==> src/rtl/core/pdws_pkg.sv <==
// ----------------------------------------------------------------------------
// PLL divider word search package
// Shared widths, constants, register indexes, sequencer states and the
// request/response structs of the shared divider.
// ----------------------------------------------------------------------------
package pdws_pkg;

  localparam int unsigned FREQ_W    = 22;
  localparam int unsigned REF_W     = 25;
  localparam int unsigned PORT_W    = 2;
  localparam int unsigned CFG_IDX_W = 8;
  localparam int unsigned CFG_DAT_W = 25;
  localparam int unsigned HZ_W      = 32;
  localparam int unsigned DVD_W     = HZ_W + 1;
  localparam int unsigned DSR_W     = REF_W + 1;
  localparam int unsigned CNT_W     = $clog2(DVD_W);
  localparam int unsigned NDIV_W    = 17;
  localparam int unsigned RIDX_W    = 4;

  localparam logic [REF_W-1:0]  REF_CLOCK_RESET = REF_W'(4000000);
  localparam logic [PORT_W-1:0] PORT_BITS_RESET = '0;

  localparam logic [FREQ_W-1:0] CP_BAND0_KHZ  = FREQ_W'(1100000);
  localparam logic [FREQ_W-1:0] CP_BAND1_KHZ  = FREQ_W'(1200000);
  localparam logic [FREQ_W-1:0] CP_BAND2_KHZ  = FREQ_W'(1600000);
  localparam logic [FREQ_W-1:0] CP_BAND3_KHZ  = FREQ_W'(1800000);
  localparam logic [FREQ_W-1:0] CP_BAND4_KHZ  = FREQ_W'(2000000);
  localparam logic [FREQ_W-1:0] PRESCALE_KHZ  = FREQ_W'(2300000);
  localparam logic [FREQ_W-1:0] FREQ_MAX_KHZ  = FREQ_W'(2700000);
  localparam logic [9:0]        KHZ_TO_HZ     = 10'd1000;

  localparam logic [RIDX_W-1:0] LAST_RATIO = RIDX_W'(9);
  localparam logic [RIDX_W-1:0] CODE_SKIP  = RIDX_W'(3);

  // Configuration register indexes
  localparam logic [CFG_IDX_W-1:0] CFG_REF_CLOCK = CFG_IDX_W'(0);
  localparam logic [CFG_IDX_W-1:0] CFG_PORT_BITS = CFG_IDX_W'(1);

  typedef enum logic [2:0] {
    ST_IDLE,
    ST_STEP_START,
    ST_STEP_WAIT,
    ST_FREQ_START,
    ST_FREQ_WAIT,
    ST_FINISH
  } state_e;

  typedef struct packed {
    logic             start;
    logic [DVD_W-1:0] dividend;
    logic [DSR_W-1:0] divisor;
  } div_req_t;

  typedef struct packed {
    logic             done;
    logic [DVD_W-1:0] quotient;
    logic [DSR_W-1:0] remainder;
  } div_rsp_t;

  // Reference ratios in search order.
  function automatic logic [5:0] ratio_of(input logic [RIDX_W-1:0] idx);
    logic [5:0] r;
    unique case (idx)
      4'd0:    r = 6'd2;
      4'd1:    r = 6'd4;
      4'd2:    r = 6'd8;
      4'd3:    r = 6'd16;
      4'd4:    r = 6'd32;
      4'd5:    r = 6'd24;
      4'd6:    r = 6'd5;
      4'd7:    r = 6'd10;
      4'd8:    r = 6'd20;
      4'd9:    r = 6'd40;
      default: r = 6'd2;
    endcase
    return r;
  endfunction

endpackage

==> src/rtl/core/pdws_intf.sv <==
// ----------------------------------------------------------------------------
// PLL divider word search channels
// Valid/ready channels for the frequency request, the programming word
// response and the configuration writes.
// ----------------------------------------------------------------------------
interface pdws_req_if;
  logic                        valid;
  logic                        ready;
  logic [pdws_pkg::FREQ_W-1:0] freq_khz;

  modport source (output valid, output freq_khz, input ready);
  modport sink   (input valid, input freq_khz, output ready);
endinterface

interface pdws_rsp_if;
  logic       valid;
  logic       ready;
  logic [7:0] byte0;
  logic [7:0] byte1;
  logic [7:0] byte2;
  logic [7:0] byte3;
  logic       invalid;

  modport source (output valid, output byte0, output byte1, output byte2,
                  output byte3, output invalid, input ready);
  modport sink   (input valid, input byte0, input byte1, input byte2,
                  input byte3, input invalid, output ready);
endinterface

interface pdws_cfg_if;
  logic                           valid;
  logic                           ready;
  logic [pdws_pkg::CFG_IDX_W-1:0] index;
  logic [pdws_pkg::CFG_DAT_W-1:0] data;

  modport source (output valid, output index, output data, input ready);
  modport sink   (input valid, input index, input data, output ready);
endinterface

==> src/rtl/core/pdws_divider.sv <==
// ----------------------------------------------------------------------------
// PLL divider word search shared divider
// Restoring divider producing one quotient bit per cycle, with remainder.
// ----------------------------------------------------------------------------
module pdws_divider (
  input  logic               clk_i,
  input  logic               rst_ni,
  input  pdws_pkg::div_req_t req_i,
  output pdws_pkg::div_rsp_t rsp_o
);
  import pdws_pkg::*;

  logic             busy_q, busy_d;
  logic             done_q, done_d;
  logic [CNT_W-1:0] cnt_q, cnt_d;
  logic [DVD_W-1:0] dq_q, dq_d;
  logic [DSR_W-1:0] dsr_q, dsr_d;
  logic [DSR_W-1:0] rem_q, rem_d;
  logic [DSR_W:0]   trial;
  logic [DSR_W:0]   diff;
  logic             ge;

  assign trial = {rem_q, dq_q[DVD_W-1]};
  assign diff  = trial - {1'b0, dsr_q};
  assign ge    = trial >= {1'b0, dsr_q};

  always_comb begin
    busy_d = busy_q;
    done_d = 1'b0;
    cnt_d  = cnt_q;
    dq_d   = dq_q;
    dsr_d  = dsr_q;
    rem_d  = rem_q;
    if (req_i.start) begin
      busy_d = 1'b1;
      cnt_d  = '0;
      dq_d   = req_i.dividend;
      dsr_d  = req_i.divisor;
      rem_d  = '0;
    end else if (busy_q) begin
      // The partial remainder always stays below the divisor, so it fits.
      rem_d = ge ? diff[DSR_W-1:0] : trial[DSR_W-1:0];
      dq_d  = {dq_q[DVD_W-2:0], ge};
      cnt_d = cnt_q + 1'b1;
      if (cnt_q == CNT_W'(DVD_W - 1)) begin
        busy_d = 1'b0;
        done_d = 1'b1;
      end
    end
  end

  always_ff @(posedge clk_i or negedge rst_ni) begin
    if (!rst_ni) begin
      busy_q <= 1'b0;
      done_q <= 1'b0;
      cnt_q  <= '0;
    end else begin
      busy_q <= busy_d;
      done_q <= done_d;
      cnt_q  <= cnt_d;
    end
  end

  always_ff @(posedge clk_i) begin
    dq_q  <= dq_d;
    dsr_q <= dsr_d;
    rem_q <= rem_d;
  end

  assign rsp_o.done      = done_q;
  assign rsp_o.quotient  = dq_q;
  assign rsp_o.remainder = rem_q;

endmodule

==> src/rtl/core/pll_divider_word_search.sv <==
// ----------------------------------------------------------------------------
// PLL divider word search
// Searches ten reference ratios for the divider closest to the requested
// frequency and returns the four-byte synthesizer programming word.
// ----------------------------------------------------------------------------
// Search: each ratio costs two divisions through the one shared 33-step divider;
// a skipped ratio costs one division, an exact hit ends the search early and an
// out-of-range request goes straight to the finish state with no division.
// Throughput: one request at a time.
// Reset: asynchronous, active low; config registers return to defaults, sequencer idles.
module pll_divider_word_search (
  input logic       clk_i,
  input logic       rst_ni,
  pdws_req_if.sink  req_i,
  pdws_rsp_if.source rsp_o,
  pdws_cfg_if.sink  cfg_i
);
  import pdws_pkg::*;

  state_e state_q, state_d;

  logic [REF_W-1:0]  ref_clock_q;
  logic [PORT_W-1:0] port_bits_q;

  logic [HZ_W-1:0]   hz_q;
  logic              pe_q;
  logic [1:0]        cp_q, cp_d;
  logic [RIDX_W-1:0] idx_q;
  logic [DSR_W-1:0]  step_q;
  logic [DSR_W-1:0]  best_q;
  logic [NDIV_W-1:0] ndiv_q;
  logic [RIDX_W-1:0] code_q;
  logic              inval_q;

  logic              out_valid_q;
  logic [7:0]        byte0_q, byte1_q, byte2_q, byte3_q;
  logic              out_inval_q;

  div_req_t          div_req;
  div_rsp_t          div_rsp;

  logic              accept;
  logic              too_high;
  logic              load_out;
  logic [DSR_W-1:0]  step_new;
  logic              step_zero;
  logic [DSR_W-2:0]  half;
  logic [DSR_W-1:0]  mag;
  logic              take;
  logic              last;

  pdws_divider u_divider (
    .clk_i  (clk_i),
    .rst_ni (rst_ni),
    .req_i  (div_req),
    .rsp_o  (div_rsp)
  );

  assign accept   = req_i.valid && req_i.ready;
  assign too_high = req_i.freq_khz > FREQ_MAX_KHZ;
  assign load_out = (state_q == ST_FINISH) && (!out_valid_q || rsp_o.ready);

  assign step_new  = pe_q ? {div_rsp.quotient[DSR_W-2:0], 1'b0}
                          : {1'b0, div_rsp.quotient[DSR_W-2:0]};
  assign step_zero = (div_rsp.quotient[DSR_W-2:0] == '0);
  assign half      = step_q[DSR_W-1:1];
  // The rounding bias is folded into the dividend, so the signed error is
  // the remainder less half a step.
  assign mag  = (div_rsp.remainder >= {1'b0, half}) ? div_rsp.remainder - {1'b0, half}
                                                   : {1'b0, half} - div_rsp.remainder;
  assign take = (mag <= best_q);
  assign last = (idx_q == LAST_RATIO);

  always_comb begin
    priority if (req_i.freq_khz < CP_BAND0_KHZ) cp_d = 2'd2;
    else if (req_i.freq_khz < CP_BAND1_KHZ)     cp_d = 2'd1;
    else if (req_i.freq_khz < CP_BAND2_KHZ)     cp_d = 2'd0;
    else if (req_i.freq_khz < CP_BAND3_KHZ)     cp_d = 2'd1;
    else if (req_i.freq_khz < CP_BAND4_KHZ)     cp_d = 2'd2;
    else                                        cp_d = 2'd3;
  end

  // Next state
  always_comb begin
    state_d = state_q;
    unique case (state_q)
      ST_IDLE: begin
        if (accept) state_d = too_high ? ST_FINISH : ST_STEP_START;
      end
      ST_STEP_START: state_d = ST_STEP_WAIT;
      ST_STEP_WAIT: begin
        if (div_rsp.done) begin
          if (!step_zero)  state_d = ST_FREQ_START;
          else if (last)   state_d = ST_FINISH;
          else             state_d = ST_STEP_START;
        end
      end
      ST_FREQ_START: state_d = ST_FREQ_WAIT;
      ST_FREQ_WAIT: begin
        if (div_rsp.done) begin
          if ((take && mag == '0) || last) state_d = ST_FINISH;
          else                              state_d = ST_STEP_START;
        end
      end
      ST_FINISH: begin
        if (load_out) state_d = ST_IDLE;
      end
      default: state_d = ST_IDLE;
    endcase
  end

  // Outputs of the sequencer
  always_comb begin
    req_i.ready      = (state_q == ST_IDLE);
    div_req.start    = 1'b0;
    div_req.dividend = '0;
    div_req.divisor  = '0;
    unique case (state_q)
      ST_STEP_START: begin
        div_req.start    = 1'b1;
        div_req.dividend = DVD_W'(ref_clock_q) + DVD_W'(ratio_of(idx_q) >> 1);
        div_req.divisor  = DSR_W'(ratio_of(idx_q));
      end
      ST_FREQ_START: begin
        div_req.start    = 1'b1;
        div_req.dividend = DVD_W'(hz_q) + DVD_W'(half);
        div_req.divisor  = step_q;
      end
      default: ;
    endcase
  end

  always_ff @(posedge clk_i or negedge rst_ni) begin
    if (!rst_ni) begin
      state_q     <= ST_IDLE;
      ref_clock_q <= REF_CLOCK_RESET;
      port_bits_q <= PORT_BITS_RESET;
      out_valid_q <= 1'b0;
    end else begin
      state_q <= state_d;
      if (cfg_i.valid && cfg_i.ready) begin
        if (cfg_i.index == CFG_REF_CLOCK) ref_clock_q <= cfg_i.data[REF_W-1:0];
        if (cfg_i.index == CFG_PORT_BITS) port_bits_q <= cfg_i.data[PORT_W-1:0];
      end
      if (load_out)              out_valid_q <= 1'b1;
      else if (rsp_o.ready)      out_valid_q <= 1'b0;
    end
  end

  always_ff @(posedge clk_i) begin
    if (accept) begin
      hz_q    <= HZ_W'(req_i.freq_khz) * HZ_W'(KHZ_TO_HZ);
      pe_q    <= (req_i.freq_khz > PRESCALE_KHZ);
      cp_q    <= cp_d;
      inval_q <= too_high;
      idx_q   <= '0;
      best_q  <= '1;
      ndiv_q  <= '0;
      code_q  <= '0;
    end
    if (state_q == ST_STEP_WAIT && div_rsp.done) begin
      step_q <= step_new;
      if (step_zero && !last) idx_q <= idx_q + 1'b1;
    end
    if (state_q == ST_FREQ_WAIT && div_rsp.done) begin
      if (take) begin
        best_q <= mag;
        ndiv_q <= div_rsp.quotient[NDIV_W-1:0];
        code_q <= (idx_q > RIDX_W'(4)) ? idx_q + CODE_SKIP : idx_q;
      end
      if (!last) idx_q <= idx_q + 1'b1;
    end
    if (load_out) begin
      out_inval_q <= inval_q;
      if (inval_q) begin
        byte0_q <= '0;
        byte1_q <= '0;
        byte2_q <= '0;
        byte3_q <= '0;
      end else begin
        byte0_q <= {1'b0, ndiv_q[14:8]};
        byte1_q <= ndiv_q[7:0];
        byte2_q <= {1'b1, ndiv_q[16:15], pe_q, code_q};
        byte3_q <= {cp_q, port_bits_q, 4'b0000};
      end
    end
  end

  assign cfg_i.ready   = 1'b1;
  assign rsp_o.valid   = out_valid_q;
  assign rsp_o.byte0   = byte0_q;
  assign rsp_o.byte1   = byte1_q;
  assign rsp_o.byte2   = byte2_q;
  assign rsp_o.byte3   = byte3_q;
  assign rsp_o.invalid = out_inval_q;

endmodule
==> src/flat_wrapper.sv <==
// flat-port wrapper written by rule: the top's interface ports become plain ports
module pll_divider_word_search_flat import pdws_pkg::*;
  (clk_i, rst_ni, req_i_valid, req_i_freq_khz, req_i_ready, rsp_o_valid, rsp_o_byte0, rsp_o_byte1, rsp_o_byte2, rsp_o_byte3, rsp_o_invalid, rsp_o_ready, cfg_i_valid, cfg_i_index, cfg_i_data, cfg_i_ready);
  pdws_req_if req_i_i ();
  pdws_rsp_if rsp_o_i ();
  pdws_cfg_if cfg_i_i ();
  input logic clk_i;
  input logic rst_ni;
  input wire logic [$bits(req_i_i.valid)-1:0] req_i_valid;
  input wire logic [$bits(req_i_i.freq_khz)-1:0] req_i_freq_khz;
  output wire logic [$bits(req_i_i.ready)-1:0] req_i_ready;
  output wire logic [$bits(rsp_o_i.valid)-1:0] rsp_o_valid;
  output wire logic [$bits(rsp_o_i.byte0)-1:0] rsp_o_byte0;
  output wire logic [$bits(rsp_o_i.byte1)-1:0] rsp_o_byte1;
  output wire logic [$bits(rsp_o_i.byte2)-1:0] rsp_o_byte2;
  output wire logic [$bits(rsp_o_i.byte3)-1:0] rsp_o_byte3;
  output wire logic [$bits(rsp_o_i.invalid)-1:0] rsp_o_invalid;
  input wire logic [$bits(rsp_o_i.ready)-1:0] rsp_o_ready;
  input wire logic [$bits(cfg_i_i.valid)-1:0] cfg_i_valid;
  input wire logic [$bits(cfg_i_i.index)-1:0] cfg_i_index;
  input wire logic [$bits(cfg_i_i.data)-1:0] cfg_i_data;
  output wire logic [$bits(cfg_i_i.ready)-1:0] cfg_i_ready;
  assign req_i_i.valid = req_i_valid;
  assign req_i_i.freq_khz = req_i_freq_khz;
  assign req_i_ready = req_i_i.ready;
  assign rsp_o_valid = rsp_o_i.valid;
  assign rsp_o_byte0 = rsp_o_i.byte0;
  assign rsp_o_byte1 = rsp_o_i.byte1;
  assign rsp_o_byte2 = rsp_o_i.byte2;
  assign rsp_o_byte3 = rsp_o_i.byte3;
  assign rsp_o_invalid = rsp_o_i.invalid;
  assign rsp_o_i.ready = rsp_o_ready;
  assign cfg_i_i.valid = cfg_i_valid;
  assign cfg_i_i.index = cfg_i_index;
  assign cfg_i_i.data = cfg_i_data;
  assign cfg_i_ready = cfg_i_i.ready;
  pll_divider_word_search u_core (.clk_i(clk_i), .rst_ni(rst_ni), .req_i(req_i_i), .rsp_o(rsp_o_i), .cfg_i(cfg_i_i));
endmodule
==> config.mk <==
export PLATFORM = sky130hd
export DESIGN_NAME = pll_divider_word_search_flat
export DESIGN_NICKNAME = d
export VERILOG_FILES = /design/src/rtl/core/pdws_pkg.sv /design/src/rtl/core/pdws_intf.sv /design/src/rtl/core/pdws_divider.sv /design/src/rtl/core/pll_divider_word_search.sv /design/src/flat_wrapper.sv
export SDC_FILE = /design/constraint.sdc
export NUM_CORES = 1
export LEC_CHECK = 0
export BUFFER_PORTS_ARGS = -buffer_cell sky130_fd_sc_hd__clkbuf_2
export CAP_MARGIN = 10
export CORE_UTILIZATION = 53
export DETAILED_ROUTE_END_ITERATION = 10
export PLACE_DENSITY = 0.7
export RECOVER_POWER = 50
export SLEW_MARGIN = 30
export SYNTH_ARGS = -nofsm -noshare
export SYNTH_HDL_FRONTEND = slang
export SYNTH_HIERARCHICAL = 1
export SYNTH_SLANG_ARGS = --single-unit
==> constraint.sdc <==
create_clock -name clk_i -period 15.9 [get_ports clk_i]
set_clock_uncertainty 0.1 [all_clocks]
set_input_delay 2.385 -clock clk_i [delete_from_list [all_inputs] [get_ports clk_i]]
set_output_delay 2.385 -clock clk_i [all_outputs]
set_load 0.01 [all_outputs]
# ---- Word-level counts from Yosys, hierarchy flattened
# Memory sizes are Yosys's and may differ from the RTL's. A register that Yosys moved wholly into a read port is not among the register bits.
# Cells that the tools add are included.
dict set report totals {
  out_inout_bits 36
  reg_bits 267
  mem_count 2
  elab_cells 128
  input_bits 60
  rom_bits 192
}
# name depth width rd rd_clocked_by_memory_dff write_ports line_no
set mem_list {}
lappend mem_list {{(name not given)} 16 6 1 1 0 pdws_pkg.sv:63} ;# unique case (idx)
lappend mem_list {{(name not given)} 16 6 1 1 0 pdws_pkg.sv:63}
dict set report op_classes {
  eq_ne 12
  n_mul 1
  n_lt_le_gt_ge 11
  n_reduce_logical 19
  n_mux 46
  n_addsub 8
}
# op n
set op_table {}
lappend op_table {{$mux W26} 5}
lappend op_table {{$pmux W60 S2} 1}
lappend op_table {{$lt A22 B21 Y1 const B} 5}
lappend op_table {{$mux W33} 2}
lappend op_table {{$mux W17} 3}
lappend op_table {{$gt A22 B22 Y1 const B} 2}
lappend op_table {{$mux W4} 9}
lappend op_table {{$add A32 B25 Y33} 1}
lappend op_table {{$mul A22 B7 Y29 const B} 1}
lappend op_table {{$ge A27 B26 Y1} 1}
lappend op_table {{$add A25 B5 Y26} 1}
lappend op_table {{$ge A26 B25 Y1} 1}
lappend op_table {{$le A26 B26 Y1} 1}
lappend op_table {{$logic_not A26 Y1} 1}
lappend op_table {{$sub A25 B26 Y26} 1}
lappend op_table {{$sub A26 B25 Y26} 1}
lappend op_table {{$sub A26 B26 Y26} 1}
lappend op_table {{$logic_not A25 Y1} 1}
lappend op_table {{$mux W25} 1}
lappend op_table {{$mux W3} 8}
lappend op_table {{$mux W6} 3}
lappend op_table {{$pmux W3 S6} 1}
lappend op_table {{$mux W1} 9}
lappend op_table {{$eq A8 B1 Y1 const B} 1}
lappend op_table {{other kinds (21)} 36}

# ---- Depth between registers and ports, before layout
# Gate-level depths: netlist (run 1).
dict set report depth {
  ltp_word 8
  ltp_mapped 25
}

# ---- Hierarchy
# Netlist (run 1), hierarchy kept.
# module instances seq_area_each_um2 cells_per_inst area_each_um2
set modules_own_cells {}
lappend modules_own_cells {pll_divider_word_search 1 4538.1 1790 16447.0}
lappend modules_own_cells {pdws_divider 1 2492.4 473 5220.0}

# ---- Worst setup path before layout (run 1)
# Ideal clock, no wire load.
dict set report synth_timing {
  path_kind {input to register}
  from {input req_i_freq_khz[0]}
  to {register u_core.hz_q[25], data pin}
  arrival_ns 6.357
  setup_ns 0.258
  slack_ns 9.184
  n_path_buf 0
  cell_stages 15
  path_cell_list {fa_1 > inv_1 > fa_1 > fa_1 > inv_1 > fa_1 > ha_1 > nor2b_1 > o21a_1 > o41a_1 > a21oi_1 > o211ai_1 > a31o_2 > a21oi_1 > xnor2_1}
}
dict set report synth_between {
  elab_chain_cells 1
}
# element line_no
set synth_lines {}
lappend synth_lines {{start: declaration} flat_wrapper.sv:10} ;# input wire logic [$bits(req_i_i.freq_khz)-1:0] req_i_freq_khz;
lappend synth_lines {{$mul A22 B7 Y29} pll_divider_word_search.sv:152} ;# hz_q <= HZ_W'(req_i.freq_khz) * HZ_W'(KHZ_TO_HZ);
lappend synth_lines {{end signal: assignment} pll_divider_word_search.sv:152}
lappend synth_lines {{end: declaration} pll_divider_word_search.sv:25} ;# logic [HZ_W-1:0] hz_q;
# No other way between the ends.
# A chain may end at the register's enable or synchronous reset.

==> metrics.md, run 1 <==
| Metric | Value |
|---|---|
| Drt via density | 5.86 |
| CTS max path bufs | 3 |
| Top-area cell type share of the netlist area | 20.2% |
| Max-Cap Viols | 8 |
| WL/cell | 18.5 um |
| GPL Wtd Cong | 0.916 |
| Fraction of layout cells with a size suffix above 1 | 11.5% |
| Comb power frac | 57.7% |
| Total length of routed wires | 53.2 mm |
| Area after DPL | 22500 sq um |
| Post-Syn Area | 21700 sq um |
| Setup Fix Bufs, Post-CTS | 0 |
| # setup viols final | 0 |
| Critical path cell sequence | inv_1 > nand2_1 > clkbuf_1 > inv_1 > clkbuf_1 > nor2_1 > inv_1 > buf_4 |
| Fmax | 143 MHz |
| Avg Inst Size Synth | 9.57 sq um |
| Cell count after synthesis | 2263 |
| Max stage delay on crit path | 2.16 ns |
| Post-DRT Antenna Nets | 0 |
| Initial antenna violation count | 0 |
| Vias | 16808 |
| Initial core utilization | 54.2% |
| Leakage | 10.6 nW |
| FFs w/ async S/R, synth | 14.6% |
| Failing checks | capacitance limit, slew limit |
| IO Count | 96 |
| Met2 GRT Util | 42.6% |
| First-pass GRT wire length | 84.7 mm |
| Most used routing layer | met2 |
| Setup CP Type | reg -> reg |
| Clock transition at path regs | 0.06 ns |
| Clk_lat worst skew | 0.59 ns |
| Num CTS Buffers | 31 |
| HP Class | reg -> reg |
| DP Wirelength | 41.3 mm |
| Outcome | finished with violations |
| Area delta synth->final | 8.51% |
| Hold buffers post-CTS | 0 |
| Die area | 41700 sq um |
| Critical Path AT | 7.11 ns |
| Die H | 204 um |
| VDD IR-drop max | 0.000106 V |
| Post-synth top flop | edfxtp_1 |
| Nets | 2692 |
| Pin count of the biggest net entering global routing | 91 |
| Sequential power share | 25.8% |
| Clock sinks | 268 |
| Pwr/cell area | 184 nW/um^2 |
| Clock share of power | 16.5% |
| RSZ-0062 raised after global routing | false |
| Setup TNS | 0 ns |
| Die X | 204 um |
| Crit-path max FO | 55 |
| Crit-path most repeated cell | inv_1 |
| Starting DRT DRC Count | 999 |
| Yosys cell types | 91 |
| Critical Path RT | 16.02 ns |
| Final Hold Vio Count | 0 |
| Slew headroom | -108% |
| Cell internal pwr | 0.00243 W |
| Worst Max-Slew Pin Slew | 3.12 ns |
| GRT Total Usage | 25.5% |
| H-tree Lvls | 1 |
| Port buffer count | 89 |
| Pins Over Slew Limit | 335 |
| Yosys reg bits | 268 |
| Met1 usage | 34.7% |
| FP Rows | 73 |
| Sw Ratio | 43.9% |
| Crit-path slowest cell | clkbuf_1 |
| Sequential area share after synthesis | 32.4% |
| DRC | 0 |
| CTS tree | yes |
| Vias in the first global route | 16287 |
| CP Launch Type | flip-flop |
| Switching Power | 0.00190 W |
| Final Cell Area | 23500 sq um |
| Root buf cell | clkbuf_16 |
| Critical Path Sink Type | flip-flop |
| Cts repair resizes | 0 |
| Core area | 40000 sq um |
| Synth area leader | edfxtp_1 |
| # fillers | 3485 |
| Final std cells w/o fill | 2868 |
| Area contributors post-synth | edfxtp_1, ha_1, dfxtp_1 |
| Met3 Use GR | 2.92% |
| Dpl cells | 2807 |
| Gr ovfl total | 0 |
| Number of enable flip-flop cells after synthesis | 146 |
| Period utilisation layout | 44.0% |
| Yosys warnings | 6 |
| First-pass iteration count of the detailed router | 5 |
| Register area | 7030 sq um |
| Multi-input logic area | 13500 sq um |
| Minimum clock period | 6.99 ns |
-- stage by stage --
step / power, W / util (%) / setup WS (ns) / hold WS (ns)
2_1_floorplan: 0.00302 / - / 9.18 / 0.331
3_3_place_gp: 0.00354 / 56.2 / 8.74 / 0.345
3_5_place_dp: 0.00359 / 56.2 / 8.58 / 0.349
4_1_cts: 0.00432 / 58.8 / 9.20 / 0.357
5_1_grt: 0.00467 / 58.8 / 8.24 / 0.383
6_report: 0.00433 / 58.8 / 8.91 / 0.357
-- cells by family after synthesis --
logic type	Yosys count	share of synthesized area [%]
AND/OR/NAND/NOR	639	14.8
AO/OA/AOI/OAI	507	15.2
adder cells (fa/ha/maj)	317	21.2
buffers and inverters	296	5.58
flip-flops	268	32.4
multiplexers	126	6.33
XOR/XNOR	108	4.37
other	2	0.0347
-- cell type report --
class / instances / area share [%]
multi-input combinational: 1703 / 57.3
sequential: 268 / 29.9
clock buffer: 50 / 4.17
inverter: 207 / 3.30
tap: 525 / 2.79
timing repair buffer: 104 / 2.21
clock inverter: 8 / 0.266
antenna: 3 / 0.0319
-- worst paths after layout --
path	start	end	slack, ns	depth (start not counted)
min in group asynchronous	rst_ni	u_core/u_divider/busy_q	2.59	2
hold reg to reg	u_core/ndiv_q[5]	u_core/ndiv_q[5]	0.36	2
setup reg to reg	u_core/state_q[2]	u_core/u_divider/dq_q[4]	8.91	8
setup / recovery	u_core/state_q[2]	u_core/u_divider/dq_q[4]	8.91	8
max in group asynchronous	rst_ni	u_core/state_q[0]	11.67	2
hold / removal	u_core/ndiv_q[5]	u_core/ndiv_q[5]	0.36	2
-- placed cells by master, fill, tap and decap left out, types with 22 or more instances in the layout --
| cell type | Yosys | final |
|---|---|---|
| ha_1 | 234 | 234 |
| inv_1 | 206 | 205 |
| nand2_1 | 161 | 161 |
| a21oi_1 | 154 | 154 |
| nor2_1 | 156 | 153 |
| edfxtp_1 | 146 | 146 |
| o21ai_0 | 98 | 98 |
| mux2_2 | 88 | 88 |
| clkbuf_2 | 4 | 86 |
| fa_1 | 83 | 83 |
| dfxtp_1 | 83 | 83 |
| a21o_1 | 61 | 61 |
| xnor2_1 | 60 | 60 |
| nor3_1 | 57 | 57 |
| xor2_1 | 48 | 48 |
| nor2b_1 | 44 | 44 |
| nand3_1 | 40 | 40 |
| mux2i_1 | 38 | 38 |
| clkbuf_16 | 0 | 34 |
| a211oi_1 | 34 | 34 |
| dfrtp_1 | 32 | 32 |
| nand4_1 | 27 | 27 |
| and3_1 | 24 | 24 |
| a31oi_1 | 22 | 22 |
-- synth_stat cells (all sizes together) (32+ instances only) --
master,number
dfxtp,83
fa,83
nand2,161
xor2,48
mux2,88
xnor2,60
nand3,40
inv,206
o21ai,100
dfrtp,32
edfxtp,146
a21oi,155
ha,234
mux2i,38
nor2,156
buf,34
clkbuf,55
nor3,57
nor2b,44
a211oi,34
a21o,62
-- registers in the layout (all words and copies together), names as in the netlist, 2 cells and up, named ones only --
register / flops
u_core/u_divider/dq_q: 33
u_core/hz_q: 29
u_core/best_q: 26
u_core/step_q: 26
u_core/u_divider/dsr_q: 26
u_core/u_divider/rem_q: 26
u_core/ref_clock_q: 25
u_core/ndiv_q: 17
u_core/rsp_o.byte1: 8
u_core/rsp_o.byte2: 8
u_core/rsp_o.byte0: 7
u_core/u_divider/cnt_q: 6
u_core/code_q: 4
u_core/idx_q: 4
u_core/rsp_o.byte3: 4
u_core/state_q: 3
u_core/cp_q: 2
u_core/port_bits_q: 2
-- power groups by stage --
stage / Combinational, W / Clock [W] / Sequential [W]
floorplan: 0.00196 / 0 / 0.00106
global placement: 0.00242 / 0 / 0.00112
detailed placement: 0.00246 / 0 / 0.00112
CTS: 0.00248 / 0.000728 / 0.00111
global route: 0.00279 / 0.000753 / 0.00113
finish: 0.00250 / 0.000715 / 0.00112
-- per-layer routing --
layer  part of all wire [%]  vias to the layer above  wire length [um]
met5                      0                        -                 0
met4                    2.4                        0              1280
met3                    5.0                       87              2660
met2                     47                      423             25100
met1                     45                     8144             24100
li1                       -                     8154                 -
-- critical path, delay by kind of cell (launching register included) --
kind / cells / cell delay (ns)
flops: 1 / 0.48
buf+inv: 6 / 4.87
simple gates: 2 / 1.09
(Power assumes the default switching activity.)
==> run 2: changes to the inputs <==
Clock period 15.9 ns to 6.6 ns, I/O delays scaled along.
==> run 2 against run 1 <==
Against the previous run:
- global-route usage grew 0.69 points
- final cell count shrank 0.10%
- critical path type unchanged
- hold slack gained 0.0016 ns
- clock power grew 150%
- sequential share of layout area is essentially flat
- the flow still finishes with violations (capacitance limit, slew limit)
- critical path depth grew 3
- combinational power grew 140%
==> metrics.md, run 2 (synthesized netlist as in run 1, its figures left out) <==
| Metric | Value |
|---|---|
| Setup WS pre-CTS | 0.757 ns (-7.83 ns) |
| Pins Over Slew Limit | 247 (-26%) |
| Outcome | finished with violations |
| FP Rows | 73 (unchanged) |
| Pin count of the biggest net entering global routing | 91 (unchanged) |
| RSZ-0062 raised after global routing | false |
| Cts repair resizes | 0 (unchanged) |
| CTS max path bufs | 3 (unchanged) |
| DRC | 0 (unchanged) |
| Die area | 41700 sq um (unchanged) |
| Gr ovfl total | 0 (unchanged) |
| Final std cells w/o fill | 2865 (-0.10%) |
| Crit-path slowest cell | clkbuf_1 |
| Leakage | 10.6 nW (-0.58%) |
| Die X | 204 um (unchanged) |
| Dpl cells | 2809 (+0.071%) |
| CTS tree | yes |
| Drt via density | 5.90 (+0.62%) |
| Setup CP Type | reg -> reg |
| Total length of routed wires | 54.1 mm (+1.8%) |
| CP Launch Type | flip-flop |
| HP Class | reg -> reg |
| Hold_sp | u_core/ndiv_q[0] |
| First-pass iteration count of the detailed router | 5 (unchanged) |
| Critical path cell sequence | inv_1 > nand2_1 > buf_4 > inv_1 > clkbuf_1 > nor2b_1 > buf_4 > nand2b_1 > a21oi_1 > mux2i_1 > nand2_1 |
| Nets | 2693 (+0.037%) |
| Critical Path RT | 6.96 ns (-9.06 ns) |
| Reg-to-reg critical path startpoint | u_core/state_q[2] |
| WL/cell | 18.9 um (+1.9%) |
| Leading cell type in the layout, fill and taps excluded | ha_1 |
| R2R depth | 11 (+3) |
| Post-DRT Antenna Nets | 0 (unchanged) |
| Period utilisation layout | 86.0% (+42 points) |
| Root buf cell | clkbuf_16 |
| Critical Path AT | 6.04 ns (-1.07 ns) |
| Largest reg by FF count | u_core/u_divider/dq_q |
| Port buffer count | 89 (unchanged) |
| VDD IR-drop max | 0.000230 V (+120%) |
| Final setup margin | 0.926 ns (-7.98 ns) |
| IO Count | 96 (unchanged) |
| Initial core utilization | 54.2% (unchanged) |
| Initial antenna violation count | 0 (unchanged) |
| Setup TNS | 0 ns (unchanged) |
| Failing checks | capacitance limit, slew limit |
| Num CTS Buffers | 30 (-3.2%) |
| Minimum clock period | 5.67 ns (-1.32 ns) |
| Max reg flops | 33 (unchanged) |
| Max-Cap Viols | 7 (-1) |
| Clock sinks | 268 (unchanged) |
| # setup viols final | 0 (unchanged) |
| Clk_lat worst skew | 0.60 ns (about the same) |
| Hold-critical path depth | 2 (unchanged) |
| Max stage delay on crit path | 2.15 ns (about the same) |
| R2R Path End | u_core/u_divider/rem_q[22] |
| Crit-path max FO | 56 (+1.8%) |
| Antenna cell count | 0 (-3) |
| Largest registers | u_core/u_divider/dq_q (33), u_core/hz_q (29) |
| Final Hold Vio Count | 0 (unchanged) |
| Hold_ws | 0.358 ns (+0.00159 ns) |
| Hold EP | u_core/ndiv_q[0] |
| Final core utilization | 58.8% (about the same) |
| Area delta synth->final | 8.55% (about the same) |
| Fmax | 176 MHz (+23%) |
| Vias | 16894 (+0.51%) |
| R2r setup slk | 0.93 ns (-7.98 ns) |
| Clock transition at path regs | 0.06 ns (about the same) |
| Setup Fix Bufs, Post-CTS | 0 (unchanged) |
| GRT Total Usage | 26.1% (+0.69 points) |
| Fraction of layout cells with a size suffix above 1 | 10.6% (-0.94 points) |
| DP Wirelength | 41.8 mm (+1.4%) |
| First-pass GRT wire length | 86.8 mm (+2.5%) |
| Starting DRT DRC Count | 1262 (+26%) |
| H-tree Lvls | 1 (unchanged) |
| Most frequent cells in the layout | ha_1, inv_1, nand2_1 |
| Core area | 40000 sq um (unchanged) |
| Vias in the first global route | 16339 (+0.32%) |
| Pwr/cell area | 450 nW/um^2 (+140%) |
| Hold buffers post-CTS | 0 (unchanged) |
| GPL Wtd Cong | 0.921 (+0.52%) |
| Critical Path Sink Type | flip-flop |
| Die H | 204 um (unchanged) |
| Slew headroom | -95.6% (+12 points) |
| Worst Max-Slew Pin Slew | 2.93 ns (-0.184 ns) |
run 2: changes by cell type in the layout (fill, tap and decap cells not counted), moves of 2 or more:
cell	before	now
clkbuf_2	86	56
buf_4	6	9
clkbuf_1	21	40
nor2_2	2	4
diode_2	3	0
clkbuf_8	7	4
inv_4	0	2
mux2_1	0	2
mux2_2	88	86
clkinvlp_4	0	3
run 2: metal layers:
layer	global-route usage [%]	routed length [um]	up-vias
met5	0	0	-
met4	6.82	1380	0
met3	2.87	2960	89
met2	42.7	24900	485
met1	36.9	24800	8164
li1	-	-	8156
run 2: critical path, delay by kind of cell, from the launching register on:
family          cells  cell delay, ns
mux                 1            0.21
compound gates      1            0.05
flops               1            0.50
simple gates        4            0.61
buf+inv             5            4.05
run 2: report_power, final:
part,internal [W],switching [W]
logic,0.00251,0.00360
registers,0.00233,0.000365
clock network,0.00102,0.000752
run 2: cell type report:
class / instances / area (sq um)
tap: 525 / 657
sequential: 268 / 7030
clock inverter: 18 / 163
fill: 3459 / 16500
multi-input combinational: 1703 / 13500
timing repair buffer: 106 / 518
inverter: 207 / 777
clock buffer: 38 / 906
run 2: worst max-delay path by stage:
| stage | depth (start not counted) | start | slack [ns] | endpoint |
|---|---|---|---|---|
| final | 11 | u_core/state_q[2] | 0.93 | u_core/u_divider/rem_q[22] |
| after global routing | 22 | u_core/step_q[12] | 0.39 | u_core/state_q[2] |
| after global placement | 16 | req_i_freq_khz[0] | 0.89 | u_core/hz_q[25] |
| after CTS | 22 | u_core/step_q[18] | 1.00 | u_core/state_q[2] |
| after floorplan | 15 | req_i_freq_khz[0] | 1.28 | u_core/hz_q[25] |
| after detailed placement | 16 | req_i_freq_khz[5] | 0.76 | u_core/hz_q[30] |
run 2: through the flow:
step | instance area (sq um) | total power, W
4_1_cts | 23600 | 0.0105
3_5_place_dp | 22500 | 0.00873
6_report | 23500 | 0.0106
5_1_grt | 23500 | 0.0114
2_1_floorplan | 21700 | 0.00727
3_3_place_gp | 22500 | 0.00863
==> run 3: changes to the inputs <==
Settings changed: CTS_CLUSTER_DIAMETER from default to 150, REMOVE_ABC_BUFFERS from default to 1.
==> run 3 against run 2 <==
Against the previous run:
- the flow still finishes with violations (capacitance limit, slew limit)
- via count rose by 0.53%
- non-clock buffer count rose by 1
- sequential share of layout area fell by 0.076 points
- largest power group unchanged
- die area did not move
- first-iteration DRC count rose by 3.3%
- total power rose by 1.1%
- final cell count rose by 0.10%
- global-route usage rose by 1.0 points
- combinational power barely moved
- final area rose by 0.26%
- critical endpoint is now u_core/best_q[23]
==> metrics.md, run 3 (synthesized netlist as in run 1, its figures left out) <==
| Metric | Value |
|---|---|
| DP Wirelength | 43.3 mm (+3.5%) |
| Fmax | 168 MHz (-4.8%) |
| Clock transition at path regs | 0.06 ns (about the same) |
| Nets | 2695 (+0.074%) |
| Comb power frac | 57.4% (-0.4 points) |
| Leakage | 10.6 nW (+0.30%) |
| GRT Total Usage | 27.2% (+1.0 points) |
| WL/cell | 19.6 um (+3.6%) |
| Met2 wire len | 25.9 mm (+4.0%) |
| Clock sinks | 268 (unchanged) |
| Post-DRT Antenna Nets | 0 (unchanged) |
| Crit-path max FO | 90 (+61%) |
| Hold buffers post-CTS | 0 (unchanged) |
| # setup viols final | 0 (unchanged) |
| Gr ovfl total | 0 (unchanged) |
| Most frequent cells in the layout | ha_1, inv_1, nand2_1 |
| Critical Path Sink Type | flip-flop |
| Vias in the first global route | 16712 (+2.3%) |
| Setup TNS | 0 ns (unchanged) |
| CTS max path bufs | 3 (unchanged) |
| Sequential power share | 25.3% (about the same) |
| RSZ-0062 raised after global routing | false |
| Die area | 41700 sq um (unchanged) |
| Port buffer count | 89 (unchanged) |
| Starting DRT DRC Count | 1304 (+3.3%) |
| Clk_lat worst skew | 0.60 ns (about the same) |
| Cts repair resizes | 0 (unchanged) |
| Root buf cell | clkbuf_16 |
| Num CTS Buffers | 31 (+3.3%) |
| Failing checks | capacitance limit, slew limit |
| Outcome | finished with violations |
| Cell internal pwr | 0.00594 W (+1.3%) |
| H-tree Lvls | 1 (unchanged) |
| Critical Path RT | 6.98 ns (+0.02 ns) |
| Pins Over Slew Limit | 315 (+28%) |
| Die H | 204 um (unchanged) |
| Multi-input logic area | 13500 sq um (about the same) |
| Final core utilization | 58.9% (+0.15 points) |
| Period utilisation layout | 90.3% (+4.4 points) |
| Met1 WL | 25.1 mm (+0.95%) |
| DRC | 0 (unchanged) |
| Pwr/cell area | 454 nW/um^2 (+0.80%) |
| CTS tree | yes |
| Area delta synth->final | 8.82% |
| Sw Ratio | 44.5% (-0.15 points) |
| Largest registers | u_core/u_divider/dq_q (33), u_core/hz_q (29) |
| Total length of routed wires | 56.1 mm (+3.7%) |
| Clock share of power | 17.3% (+0.5 points) |
| Slew headroom | -114% (-19 points) |
| Initial antenna violation count | 0 (unchanged) |
| Core area | 40000 sq um (unchanged) |
| HP Class | reg -> reg |
| Final Hold Vio Count | 0 (unchanged) |
| FP Rows | 73 (unchanged) |
| Initial core utilization | 54.2% (unchanged) |
| Pin count of the biggest net entering global routing | 91 (unchanged) |
| Fraction of layout cells with a size suffix above 1 | 10.7% (+0.072 points) |
| Dpl cells | 2809 (unchanged) |
| Final std cells w/o fill | 2868 (+0.10%) |
| Drt via density | 5.92 (+0.42%) |
| Leading cell type in the layout, fill and taps excluded | ha_1 |
| Max reg flops | 33 (unchanged) |
| First-pass GRT wire length | 89.5 mm (+3.0%) |
| Largest reg by FF count | u_core/u_divider/dq_q |
| GPL Wtd Cong | 0.941 (+2.2%) |
| VDD IR-drop max | 0.000262 V (+14%) |
| Top Metal Used | met4 |
| Hold_ws | 0.358 ns (-0.000361 ns) |
| Setup CP Type | reg -> reg |
| Met3 WL post-DR | 3.09 mm (+4.4%) |
| Switching Power | 0.00475 W (+0.71%) |
| First-pass iteration count of the detailed router | 8 (+3) |
| CP Launch Type | flip-flop |
| Register area | 7030 sq um (unchanged) |
| Critical Path AT | 6.34 ns (+0.30 ns) |
| Die X | 204 um (unchanged) |
| Max-Cap Viols | 8 (+1) |
| IO Count | 96 (unchanged) |
| Minimum clock period | 5.96 ns (+0.289 ns) |
| Worst Max-Slew Pin Slew | 3.21 ns (+0.280 ns) |
| # fillers | 3507 (+1.4%) |
| Antenna cell count | 0 (unchanged) |
| Vias | 16983 (+0.53%) |
| Setup Fix Bufs, Post-CTS | 0 (unchanged) |
==> run 3: layout make-up <==
type	count	area share, %
multi-input cells	1703	57.2
flip-flops and latches	268	29.8
clock buffers	47	4.29
inverters	207	3.30
well taps	525	2.79
repair buffers	107	2.22
clock inverters	11	0.425
==> run 3: metal layers <==
metal  global-route usage [%]  vias to the layer above
met2                     44.3                      523
met3                     3.13                       96
met5                        0                        -
li1                         -                     8171
met1                     37.3                     8193
met4                     9.36                        0
==> run 3: through the flow <==
step / worst slack [ns] / instance area [sq um] / power [W]
detailed placement: 0.772 / 22500 / 0.00875
global placement: 0.580 / 22500 / 0.00863
CTS: 0.734 / 23600 / 0.0106
finish: 0.638 / 23600 / 0.0107
global route: 0.262 / 23600 / 0.0114
floorplan: -1.65 / 21300 / 0.00715
==> run 3: final timing paths <==
check	start	to	slack (ns)	depth (start not counted)
min in group asynchronous	rst_ni	u_core/ref_clock_q[24]	1.20	2
worst max register to register	u_core/step_q[8]	u_core/best_q[23]	0.64	19
worst min-delay path	u_core/code_q[0]	u_core/code_q[0]	0.36	2
worst min register to register	u_core/code_q[0]	u_core/code_q[0]	0.36	2
worst max-delay path	u_core/step_q[8]	u_core/best_q[23]	0.64	19
max in group asynchronous	rst_ni	u_core/ref_clock_q[13]	3.66	2
==> run 3: worst max-delay path: stages, from the launching register on <==
cell	delay, ns
edfxtp_1	0.45
inv_1	0.11
ha_1	0.42
nand3_1	0.17
nor4_1	0.61
nand3_1	0.27
a31oi_4	0.31
o31a_2	0.55
mux2i_1	0.28
xnor2_1	0.20
inv_1	0.08
ha_1	0.31
a21o_1	0.18
a21o_1	0.17
a221o_1	0.28
o21ai_0	0.19
o221ai_1	0.19
o22ai_4	0.23
buf_12	0.33
mux2_2	0.38
==> run 3: power groups by stage <==
stage | Sequential [W] | Combinational (W) | Clock (W)
4_1_cts | 0.00270 | 0.00607 | 0.00187
2_1_floorplan | 0.00261 | 0.00454 | 0
3_5_place_dp | 0.00273 | 0.00602 | 0
3_3_place_gp | 0.00272 | 0.00591 | 0
6_report | 0.00271 | 0.00614 | 0.00185
5_1_grt | 0.00275 | 0.00677 | 0.00193
